**src/hdl/plm_pkg.sv**
```systemverilog
// Package for the peak level meter: beat payload types, register indexes
// and fixed widths. Depends on nothing; every other file imports it.
package plm_pkg;

    localparam int SMP_W      = 16;
    localparam int PEAK_W     = 31;
    localparam int LED_MAX    = 4;
    localparam int THR_W      = 16;
    localparam int CFG_IDX_W  = 2;
    localparam int CFG_DATA_W = 64;

    localparam logic [CFG_IDX_W-1:0] REG_DECAY = 2'd0;
    localparam logic [CFG_IDX_W-1:0] REG_HIGH  = 2'd1;
    localparam logic [CFG_IDX_W-1:0] REG_LOW   = 2'd2;

    localparam logic [PEAK_W-1:0] DECAY_RESET = 31'h7FFF_FFFF;

    typedef struct packed {
        logic signed [SMP_W-1:0] sample;
        logic                    block_end;
    } t_in_beat;

    typedef struct packed {
        logic [LED_MAX-1:0] led_on;
        logic [PEAK_W-1:0]  peak_level;
    } t_out_beat;

    // Decayed peak of a block's last sample, handed to the LED stage.
    typedef struct packed {
        logic              valid;
        logic [PEAK_W-1:0] peak;
    } t_peak_beat;

endpackage

```
**src/hdl/plm_in_if.sv**
```systemverilog
// Sample channel: valid/ready handshake carrying one audio sample per beat.
// Depends on plm_pkg.
interface plm_in_if import plm_pkg::*; ();
    logic     valid;
    logic     ready;
    t_in_beat data;

    modport source (output valid, output data, input ready);
    modport sink (input valid, input data, output ready);
endinterface

```
**src/hdl/plm_out_if.sv**
```systemverilog
// Result channel: valid/ready handshake carrying LED bits and peak level.
// Depends on plm_pkg.
interface plm_out_if import plm_pkg::*; ();
    logic      valid;
    logic      ready;
    t_out_beat data;

    modport source (output valid, output data, input ready);
    modport sink (input valid, input data, output ready);
endinterface

```
**src/hdl/plm_peak.sv**
```systemverilog
// Input register (sample magnitude) and peak memory with multiplicative decay.
// Depends on plm_pkg.
module plm_peak import plm_pkg::*; (
    input  logic              i_clk,
    input  logic              i_rst_n,
    input  logic              i_take,
    input  t_in_beat          i_beat,
    input  logic [PEAK_W-1:0] i_decay,
    input  logic              i_next_free,
    output logic              o_ready,
    output t_peak_beat        o_beat
);

    logic              r_a_valid;
    logic              r_a_end;
    logic [PEAK_W-1:0] r_a_mag;
    logic              r_b_valid;
    logic              r_b_end;
    logic [PEAK_W-1:0] r_peak;

    logic [SMP_W-1:0]     abs_smp;
    logic [SMP_W-2:0]     mag_hi;
    logic [PEAK_W-1:0]    n_a_mag;
    logic [PEAK_W-1:0]    peak_max;
    logic [2*PEAK_W-1:0]  prod;
    logic [PEAK_W-1:0]    n_peak;
    logic                 a_free;
    logic                 b_free;

    // Only the most negative sample overflows the 15-bit magnitude.
    always_comb begin
        abs_smp = i_beat.sample[SMP_W-1] ? (~i_beat.sample + 16'd1) : i_beat.sample;
        mag_hi  = abs_smp[SMP_W-1] ? {(SMP_W-1){1'b1}} : abs_smp[SMP_W-2:0];
        n_a_mag = {mag_hi, {THR_W{1'b0}}};
    end

    always_comb begin
        peak_max = (r_a_mag > r_peak) ? r_a_mag : r_peak;
        prod     = peak_max * i_decay;
        n_peak   = {prod[2*PEAK_W-1:32], 1'b0};
    end

    // A stage-B item that is not a block end produces no result and simply retires.
    assign b_free  = !r_b_valid || !r_b_end || i_next_free;
    assign a_free  = !r_a_valid || b_free;
    assign o_ready = a_free;

    assign o_beat.valid = r_b_valid && r_b_end;
    assign o_beat.peak  = r_peak;

    always_ff @(posedge i_clk) begin
        if (!i_rst_n) begin
            r_a_valid <= 1'b0;
            r_b_valid <= 1'b0;
            r_peak    <= '0;
        end else begin
            if (a_free) begin
                r_a_valid <= i_take;
            end
            if (b_free) begin
                r_b_valid <= r_a_valid;
                if (r_a_valid) begin
                    r_peak <= n_peak;
                end
            end
        end
    end

    always_ff @(posedge i_clk) begin
        if (a_free && i_take) begin
            r_a_mag <= n_a_mag;
            r_a_end <= i_beat.block_end;
        end
        if (b_free && r_a_valid) begin
            r_b_end <= r_a_end;
        end
    end

endmodule

```
**src/hdl/plm_leds.sv**
```systemverilog
// LED hysteresis update and result register.
// Depends on plm_pkg and plm_out_if.
module plm_leds import plm_pkg::*; #(
    parameter int NUM_LEDS = 4
) (
    input  logic                  i_clk,
    input  logic                  i_rst_n,
    input  t_peak_beat            i_beat,
    input  logic [CFG_DATA_W-1:0] i_high,
    input  logic [CFG_DATA_W-1:0] i_low,
    output logic                  o_free,
    plm_out_if.source             o_res
);

    logic               r_valid;
    logic [LED_MAX-1:0] r_led;
    logic [PEAK_W-1:0]  r_peak;
    logic [LED_MAX-1:0] n_led;

    logic signed [PEAK_W+1:0] peak_s;
    logic signed [PEAK_W+1:0] hi_thr;
    logic signed [PEAK_W+1:0] lo_thr;

    // Thresholds are signed upper halves of a 32-bit word; compare at 33 bits.
    always_comb begin
        n_led  = r_led;
        peak_s = $signed({2'b00, i_beat.peak});
        hi_thr = '0;
        lo_thr = '0;
        for (int i = 0; i < LED_MAX; i++) begin
            hi_thr = $signed({i_high[i*THR_W+THR_W-1], i_high[i*THR_W +: THR_W],
                              {THR_W{1'b0}}});
            lo_thr = $signed({i_low[i*THR_W+THR_W-1], i_low[i*THR_W +: THR_W],
                              {THR_W{1'b0}}});
            if (i < NUM_LEDS) begin
                if (peak_s > hi_thr) begin
                    n_led[i] = 1'b1;
                end else if (peak_s < lo_thr) begin
                    n_led[i] = 1'b0;
                end
            end
        end
    end

    assign o_free = !r_valid || o_res.ready;

    assign o_res.valid           = r_valid;
    assign o_res.data.led_on     = r_led;
    assign o_res.data.peak_level = r_peak;

    always_ff @(posedge i_clk) begin
        if (!i_rst_n) begin
            r_valid <= 1'b0;
            r_led   <= '0;
        end else if (o_free) begin
            r_valid <= i_beat.valid;
            if (i_beat.valid) begin
                r_led <= n_led;
            end
        end
    end

    always_ff @(posedge i_clk) begin
        if (o_free && i_beat.valid) begin
            r_peak <= i_beat.peak;
        end
    end

endmodule

```
**src/hdl/peak_level_meter_with_hysteresis.sv**
```systemverilog
// Peak level meter with hysteresis LED outputs: top level, configuration
// registers and assertions. Depends on plm_pkg, plm_in_if, plm_out_if,
// plm_peak and plm_leds.
//
//   Channel  Direction  Beat contents                 Handshake
//   i_smp    in         sample (s16), block_end (1)   valid/ready
//   o_res    out        led_on (4), peak_level (31)   valid/ready
//   i_cfg_*  in         index (2), data (64)          write enable only
//
// One sample is taken every clock cycle unless a block end waits on a stalled
// result. A block's last sample passes the magnitude register, then the peak
// register (one 31x31 multiply), then the result register, which takes the
// LED compare result.
// Reset is synchronous and active low; it clears the peak memory, the LEDs,
// all valid flags and both thresholds, and loads the decay factor with all ones.
// A stalled result holds the pipeline; samples that end no block keep
// flowing until a block end meets the full result register.
module peak_level_meter_with_hysteresis import plm_pkg::*; #(
    parameter int NUM_LEDS = 4
) (
    input  logic                  i_clk,
    input  logic                  i_rst_n,
    plm_in_if.sink                i_smp,
    plm_out_if.source             o_res,
    input  logic                  i_cfg_wr_en,
    input  logic [CFG_IDX_W-1:0]  i_cfg_index,
    input  logic [CFG_DATA_W-1:0] i_cfg_data
);

    logic [PEAK_W-1:0]     r_decay;
    logic [CFG_DATA_W-1:0] r_high;
    logic [CFG_DATA_W-1:0] r_low;

    t_peak_beat peak_beat;
    logic       led_free;
    logic       take;

    // Register file. Index three falls into the default arm and is dropped.
    always_ff @(posedge i_clk) begin
        if (!i_rst_n) begin
            r_decay <= DECAY_RESET;
            r_high  <= '0;
            r_low   <= '0;
        end else if (i_cfg_wr_en) begin
            case (i_cfg_index)
                REG_DECAY: r_decay <= i_cfg_data[PEAK_W-1:0];
                REG_HIGH:  r_high  <= i_cfg_data;
                REG_LOW:   r_low   <= i_cfg_data;
                default: begin
                end
            endcase
        end
    end

    assign take = i_smp.valid && i_smp.ready;

    // Magnitude and the decaying peak memory.
    plm_peak u_peak (
        .i_clk       (i_clk),
        .i_rst_n     (i_rst_n),
        .i_take      (take),
        .i_beat      (i_smp.data),
        .i_decay     (r_decay),
        .i_next_free (led_free),
        .o_ready     (i_smp.ready),
        .o_beat      (peak_beat)
    );

    // Hysteresis on the block-end peak, and the result register.
    plm_leds #(
        .NUM_LEDS (NUM_LEDS)
    ) u_leds (
        .i_clk   (i_clk),
        .i_rst_n (i_rst_n),
        .i_beat  (peak_beat),
        .i_high  (r_high),
        .i_low   (r_low),
        .o_free  (led_free),
        .o_res   (o_res)
    );

`ifndef SYNTHESIS
    // The input side only stalls behind a held result.
    a_stall_cause: assert property (@(posedge i_clk) disable iff (!i_rst_n)
        !i_smp.ready |-> (o_res.valid && !o_res.ready))
        else $error("sample input stalled without a held result");

    // LEDs beyond the configured count never light.
    a_unused_leds: assert property (@(posedge i_clk) disable iff (!i_rst_n)
        o_res.valid |-> ((o_res.data.led_on >> NUM_LEDS) == '0))
        else $error("unused LED bit set");

    // A result appears only after a block-end peak was offered to the LED stage.
    a_result_source: assert property (@(posedge i_clk) disable iff (!i_rst_n)
        (o_res.valid && !$past(o_res.valid)) |-> $past(peak_beat.valid))
        else $error("result without a block-end peak");
`endif

endmodule

```
**src/flat_wrapper.sv**
```systemverilog
// flat-port wrapper written by rule: the top's interface ports become plain ports
module peak_level_meter_with_hysteresis_flat import plm_pkg::*;
#(
    parameter int NUM_LEDS = 4
)
  (i_clk, i_rst_n, i_cfg_wr_en, i_cfg_index, i_cfg_data, i_smp_valid, i_smp_data, i_smp_ready, o_res_valid, o_res_data, o_res_ready);
  plm_in_if i_smp_i ();
  plm_out_if o_res_i ();
  input  logic i_clk;
  input  logic i_rst_n;
  input  logic i_cfg_wr_en;
  input  logic [CFG_IDX_W-1:0] i_cfg_index;
  input  logic [CFG_DATA_W-1:0] i_cfg_data;
  input wire logic [$bits(i_smp_i.valid)-1:0] i_smp_valid;
  input wire logic [$bits(i_smp_i.data)-1:0] i_smp_data;
  output wire logic [$bits(i_smp_i.ready)-1:0] i_smp_ready;
  output wire logic [$bits(o_res_i.valid)-1:0] o_res_valid;
  output wire logic [$bits(o_res_i.data)-1:0] o_res_data;
  input wire logic [$bits(o_res_i.ready)-1:0] o_res_ready;
  assign i_smp_i.valid = i_smp_valid;
  assign i_smp_i.data = i_smp_data;
  assign i_smp_ready = i_smp_i.ready;
  assign o_res_valid = o_res_i.valid;
  assign o_res_data = o_res_i.data;
  assign o_res_i.ready = o_res_ready;
  peak_level_meter_with_hysteresis #(.NUM_LEDS(NUM_LEDS)) u_core (.i_clk(i_clk), .i_rst_n(i_rst_n), .i_smp(i_smp_i), .o_res(o_res_i), .i_cfg_wr_en(i_cfg_wr_en), .i_cfg_index(i_cfg_index), .i_cfg_data(i_cfg_data));
endmodule
```
**config.mk**
```make
export PLATFORM = sky130hd
export DESIGN_NAME = peak_level_meter_with_hysteresis_flat
export DESIGN_NICKNAME = d
export VERILOG_FILES = /design/src/hdl/plm_pkg.sv /design/src/hdl/plm_in_if.sv /design/src/hdl/plm_out_if.sv /design/src/hdl/plm_peak.sv /design/src/hdl/plm_leds.sv /design/src/hdl/peak_level_meter_with_hysteresis.sv /design/src/flat_wrapper.sv
export SDC_FILE = /design/constraint.sdc
export NUM_CORES = 2
export LEC_CHECK = 0
export BUFFER_PORTS_ARGS = -buffer_cell sky130_fd_sc_hd__buf_2
export CAP_MARGIN = 40
export CORE_MARGIN = 8
export CORE_UTILIZATION = 45
export DETAILED_ROUTE_END_ITERATION = 8
export RECOVER_POWER = 50
export SLEW_MARGIN = 20
export SYNTH_ARGS = -nofsm -noshare
export SYNTH_HDL_FRONTEND = slang
export SYNTH_SLANG_ARGS = --single-unit
```
**constraint.sdc**
```tcl
create_clock -name i_clk -period 9.17 [get_ports i_clk]
set_clock_uncertainty 0.2 [all_clocks]
set_input_delay 0.917 -clock i_clk [delete_from_list [all_inputs] [get_ports i_clk]]
set_output_delay 0.917 -clock i_clk [all_outputs]
set_load 0.01 [all_outputs]
```
[Word level (Yosys, flattened, before mapping)]
Index checks and enable logic that the tools add are counted.
Word-level totals
  bits in read-only memories: 0
  output and inout bits: 37
  latch bits: 0
  register bits after elaboration: 243
  word-level logic and storage cells: 65
  RAM bits: 0
  memories: 0
Operators by class
  magnitude comparators: 9
  reductions and logical operators: 26
  equal/unequal tests: 2
  add/subtract/negate cells: 1
  divide/modulo/power cells: 0
  bitwise gates (word level): 1
  shift-type cells: 0
  mux-type cells: 10
  multipliers: 1
Operators with widths (count)
  32-bit greater-than comparator: 4
  32-bit less-than comparator: 4
  31-bit by 31-bit multiplier with 62-bit output: 1
  31-bit greater-than comparator: 1
  31-bit 2-to-1 mux: 1
  16-bit by 1-bit adder with 16-bit output, second input constant: 1
  16-bit 2-to-1 mux: 1
  16-bit NOT: 1
  3-bit AND reduction: 4
  1-bit 2-to-1 mux: 8
  2-bit AND reduction: 4
  2-bit nonzero test: 4
  1-bit logical AND: 5
  1-bit zero test: 4
  1-bit logical OR: 4
  2-bit by 1-bit equality test with 1-bit output, second input constant: 1
  2-bit equality test, second input constant: 1
  2-bit zero test: 1

[Longest topological paths before layout]
  depth in word-level cells: 6
  depth in mapped cells: 37
  gate-level depth less buffers: 35

[Modules after synthesis]
From an unflattened synthesis, not the netlist that was laid out.
Second synthesis, totals
  cells, all modules: 4723
  area, all modules: 42897.4 sq um
By module, submodules not included
  plm_peak: cells each 3632, times used 1, area each 32585.0 sq um
  peak_level_meter_with_hysteresis: cells each 627, times used 1, area each 6169.7 sq um
  plm_leds: cells each 464, times used 1, area each 4142.7 sq um

[Worst setup path after synthesis]
Ideal clock, no wire load.
  path type: reg-to-reg
  start point: reg u_core.u_peak.r_peak[30]
  end point: reg u_core.u_peak.r_peak[28]
  data arrival time: 8723 ps
  cell stages (with the launch flop): 35
  setup slack: 131 ps
  library setup time: 116 ps
  period minus slack after synthesis: 9039 ps
  path through: dfxtp_1 -> inv_1 -> ha_1 -> nand4_1 -> nor3_2 -> inv_1 -> nor4_1 -> a31oi_2 -> clkbuf_1 -> o21ai_1 -> clkbuf_1 -> nand2_1 -> fa_1 -> inv_1 -> fa_1 -> fa_1 -> inv_1 -> fa_1 -> inv_1 -> fa_1 -> fa_1 -> fa_1 -> inv_1 -> fa_1 -> inv_1 -> ha_1 -> a21o_1 -> a21o_1 -> a31oi_1 -> and3_1 -> a31oi_4 -> a21oi_2 -> nor4_1 -> or4_1 -> a41o_1
Between the ends
  longest elaborated chain between the ends: 3
Ends and longest elaborated chain
  from (decl): RTL line plm_peak.sv:19  | logic [PEAK_W-1:0] r_peak;
  from (signal assigned): RTL line plm_peak.sv:63  | r_peak <= n_peak;
  31-bit greater-than comparator: RTL line plm_peak.sv:38  | peak_max = (r_a_mag > r_peak) ? r_a_mag : r_peak;
  31-bit 2-to-1 mux (*): RTL line plm_peak.sv:38
  31-bit by 31-bit multiplier with 62-bit output (*): RTL line plm_peak.sv:39  | prod = peak_max * i_decay;
Mark *: on every way between the ends. The rest lies on a longest branch, timed or not.
A chain may end at the register's enable or synchronous reset.

[Final worst setup path]
  start point: reg u_core.u_peak.r_a_mag[28]
  end point: reg u_core.u_peak.r_peak[28]
Between the ends
  longest elaborated chain between the ends: 3
Ends and longest elaborated chain
  from (decl): RTL line plm_peak.sv:16  | logic [PEAK_W-1:0] r_a_mag;
  from (signal assigned): RTL line plm_peak.sv:71  | r_a_mag <= n_a_mag;
  31-bit greater-than comparator: RTL line plm_peak.sv:38
  31-bit 2-to-1 mux (*): RTL line plm_peak.sv:38
  31-bit by 31-bit multiplier with 62-bit output (*): RTL line plm_peak.sv:39
Marked as above.

==> impl_metrics.py <==
metrics = {
    "clocking": {
        "clk_pin_slew_ps": 70,
        "clock_path_buffers": 3,
        "clockRootBuffer": "clkbuf_16",
        "clk-insertion-delay-late_ps": 570,
        "cts_hold_buf": 0,
        "cts_tree": "done",
        "cts_buffers": 28,
        "clkSinkCount": 243,
        "htree_levels": 1,
    },
    "synth": {
        "yosysMostFrequentCell": "inv_1",
        "synth_area_um2": 42000,
        "synth_cells": 4770,
        "synth_top_area_cell": "fa_1",
        "synth_cell_types": 77,
        "synth_nets": 6048,
        "syn_avg_cell_area_um2": 8.80,
        "synthTopCellsByArea": "fa_1 (39%), ha_1 (11%), dfxtp_1 (9.4%), inv_1 (8.0%), nand2_1 (7.8%)",
        "synth_top_area_frac": 0.385,
        "yosysWarningCount": 0,
        "async_flop_share": 0,
        "synthFlopType": "dfxtp_1",
        "seq_area_frac_synth": 0.127,
        "synth_top_cells_by_count": "inv_1 (899), nand2_1 (876), fa_1 (807), and2_1 (492), ha_1 (383)",
        "ys_seq_elements": 243,
        "synth-edff-count": 47,
    },
    "critical_path": {
        "slowest_delay_ps": 570,
        "path_class": "flip-flop to flip-flop",
        "reg2reg_from": "u_core.u_peak.r_a_mag[28]$_SDFFCE_PP1P_",
        "critPathMaxFanout": 7,
        "startpoint": "u_core.u_peak.r_a_mag[28]$_SDFFCE_PP1P_",
        "cpMostUsedCell": "fa_1",
        "cp_data_required_time_ps": 9410,
        "start_kind": "flip-flop",
        "worst_ep_arrival_time_ps": 9490,
        "cp_slowest_cell": "fa_1",
        "endpoint_kind": "flip-flop",
    },
    "detailed_routing": {
        "drtPass1Iterations": 5,
        "antenna_left": 0,
        "drt_wl_total_um": 124000,
        "vias": 32800,
        "wl_per_cell_um": 19.6,
        "post_drt_via_cell_ratio": 5.19,
        "drc": 0,
        "drt-initial-drc-count": 1826,
    },
    "sta": {
        "relSlewSlack": -1.23,
        "timing.hold.ws_ps": 241,
        "finalSetupTns_ps": -307,
        "slew_violations": 198,
        "finalHoldViolCount": 0,
        "worst_slack_ps": -81.9,
        "setup-violations-final": 6,
        "final.period_utilization": 1.01,
        "fmax_ghz": 0.108,
        "fin_crit_ps": 9250,
        "tightest_slew_ps": 3340,
        "rsz0062_at_grt": "yes",
    },
    "outcome": {
        "status": "finished with violations",
        "violations": "max-capacitance violations, max-slew violations, negative setup slack",
    },
    "grt": {
        "grt_overflow": 0,
        "antenna_found_initial": 10,
        "grt_pass1_vias": 34900,
        "grt_pass1_wl_um": 196000,
        "grt_max_degree": 65,
        "track_usage": 0.240,
    },
    "min_path": {
        "min_from": "u_core.u_peak.r_a_end$_DFFE_PP_",
        "hold_path_class": "flip-flop to flip-flop",
    },
    "placement": {
        "gp_congestion": 0.902,
        "numPortBuffers": 123,
        "dp.final_hpwl_um": 98100,
    },
    "floorplanning": {
        "die_h_um": 321,
        "initial_core_util": 0.452,
        "rows": 112,
        "pin_count": 125,
        "coreArea_um2": 92900,
        "die_w_um": 321,
        "die_area_um2": 103000,
    },
    "layout": {
        "drive_gt1_frac": 0.141,
        "synthToLayoutAreaGrowth_pct": 15.8,
        "nNetsFinal": 6316,
        "n_fill_cell": 8758,
    },
    "job": {
        "maxCapViolCount": 5,
    },
}
-- cells by family after synthesis --
logic type	share of synthesized area
simple gates	0.191
fa+ha+maj	0.499
buf+inv	0.104
compound gates	0.0729
flops	0.127
xor+xnor	0.00522
other cells	0.0000894
-- state kept, by name, indices dropped and copies added, names as in the netlist --
signal                     cells
u_core.u_peak.r_b_valid        1
u_core.u_leds.r_led            4
u_core.u_peak.r_a_valid        1
u_core.r_decay                31
u_core.r_high                 64
u_core.u_peak.r_peak          30
u_core.u_peak.r_a_mag         15
u_core.u_peak.r_a_end          1
u_core.r_low                  64
u_core.u_leds.r_peak          30
u_core.u_peak.r_b_end          1
u_core.u_leds.o_res.valid      1
-- metrics by stage --
| stage | util | setup WS (ps) | instance area (um2) | std cells |
|---|---|---|---|---|
| 6_report | 0.523 | -81.9 | 48600 | 6322 |
| 4_1_cts | 0.511 | 2.86 | 47500 | 6278 |
| 3_5_place_dp | 0.497 | -276 | 46100 | 6209 |
| 5_1_grt | 0.523 | -428 | 48600 | 6318 |
| 3_3_place_gp | 0.495 | -190 | 46000 | 6199 |
| 2_1_floorplan | - | 131 | 42000 | 4770 |
-- routing by layer --
| layer | vias to the layer above | share of wire | track usage |
|---|---|---|---|
| li1 | 15100 | - | - |
| met1 | 16700 | 0.42 | 0.314 |
| met5 | - | 0.00037 | 0 |
| met4 | 8 | 0.027 | 0.0601 |
| met2 | 777 | 0.50 | 0.424 |
| met3 | 182 | 0.051 | 0.0274 |
-- repair_timing --
action,4_1_cts,5_1_grt
pin swaps,25,121
setup endpoints to repair,24,28
gates resized for setup,49,173
buffers inserted,16,26
gates cloned,1,4
-- final timing paths --
check | endpoint | slack (ps) | cells past startpoint
worst max-delay path | u_core.u_peak.r_peak[28]$_SDFFE_PN0P_ | -80 | 35
worst min-delay path | u_core.u_peak.r_b_end$_DFFE_PP_ | 240 | 0
worst max register to register | u_core.u_peak.r_peak[28]$_SDFFE_PN0P_ | -80 | 35
worst min register to register | u_core.u_peak.r_b_end$_DFFE_PP_ | 240 | 0
-- area by class of cell --
class	count	area, um2	area share
Multi-Input combinational cell	3368	33300	0.685
Antenna cell	8	20.0	0.000412
Tap cell	1254	1570	0.0323
Inverter	900	3380	0.0696
Sequential cell	243	5340	0.110
Clock buffer	36	741	0.0152
Timing Repair Buffer	497	4130	0.0849
Clock inverter	16	136	0.00281
-- cell usage in the layout (no fill, tap or decap), drive strengths merged, types with 16 or more instances in the layout --
cell type / Yosys / layout
inv: 899 / 899
nand2: 876 / 876
fa: 807 / 807
and2: 492 / 492
buf: 10 / 465
ha: 383 / 383
a21oi: 228 / 228
dfxtp: 196 / 196
o21ai: 86 / 87
nand3: 70 / 70
clkbuf: 250 / 68
a21o: 55 / 55
edfxtp: 47 / 47
nor2: 45 / 45
nand4: 36 / 36
nor2b: 27 / 27
o21a: 25 / 25
nor3: 22 / 22
and3: 16 / 16
-- critical path, delay by kind of cell, from the launching register on --
family                   cells  cell delay, ps
adder cells (fa/ha/maj)     10            4590
buffers and inverters       10            1150
flip-flops                   1             440
AND/OR/NAND/NOR              7            1470
AO/OA/AOI/OAI                8            1240
Power is not shown: default switching activity piles up to over one toggle a cycle in this logic, so the estimate is an artifact.
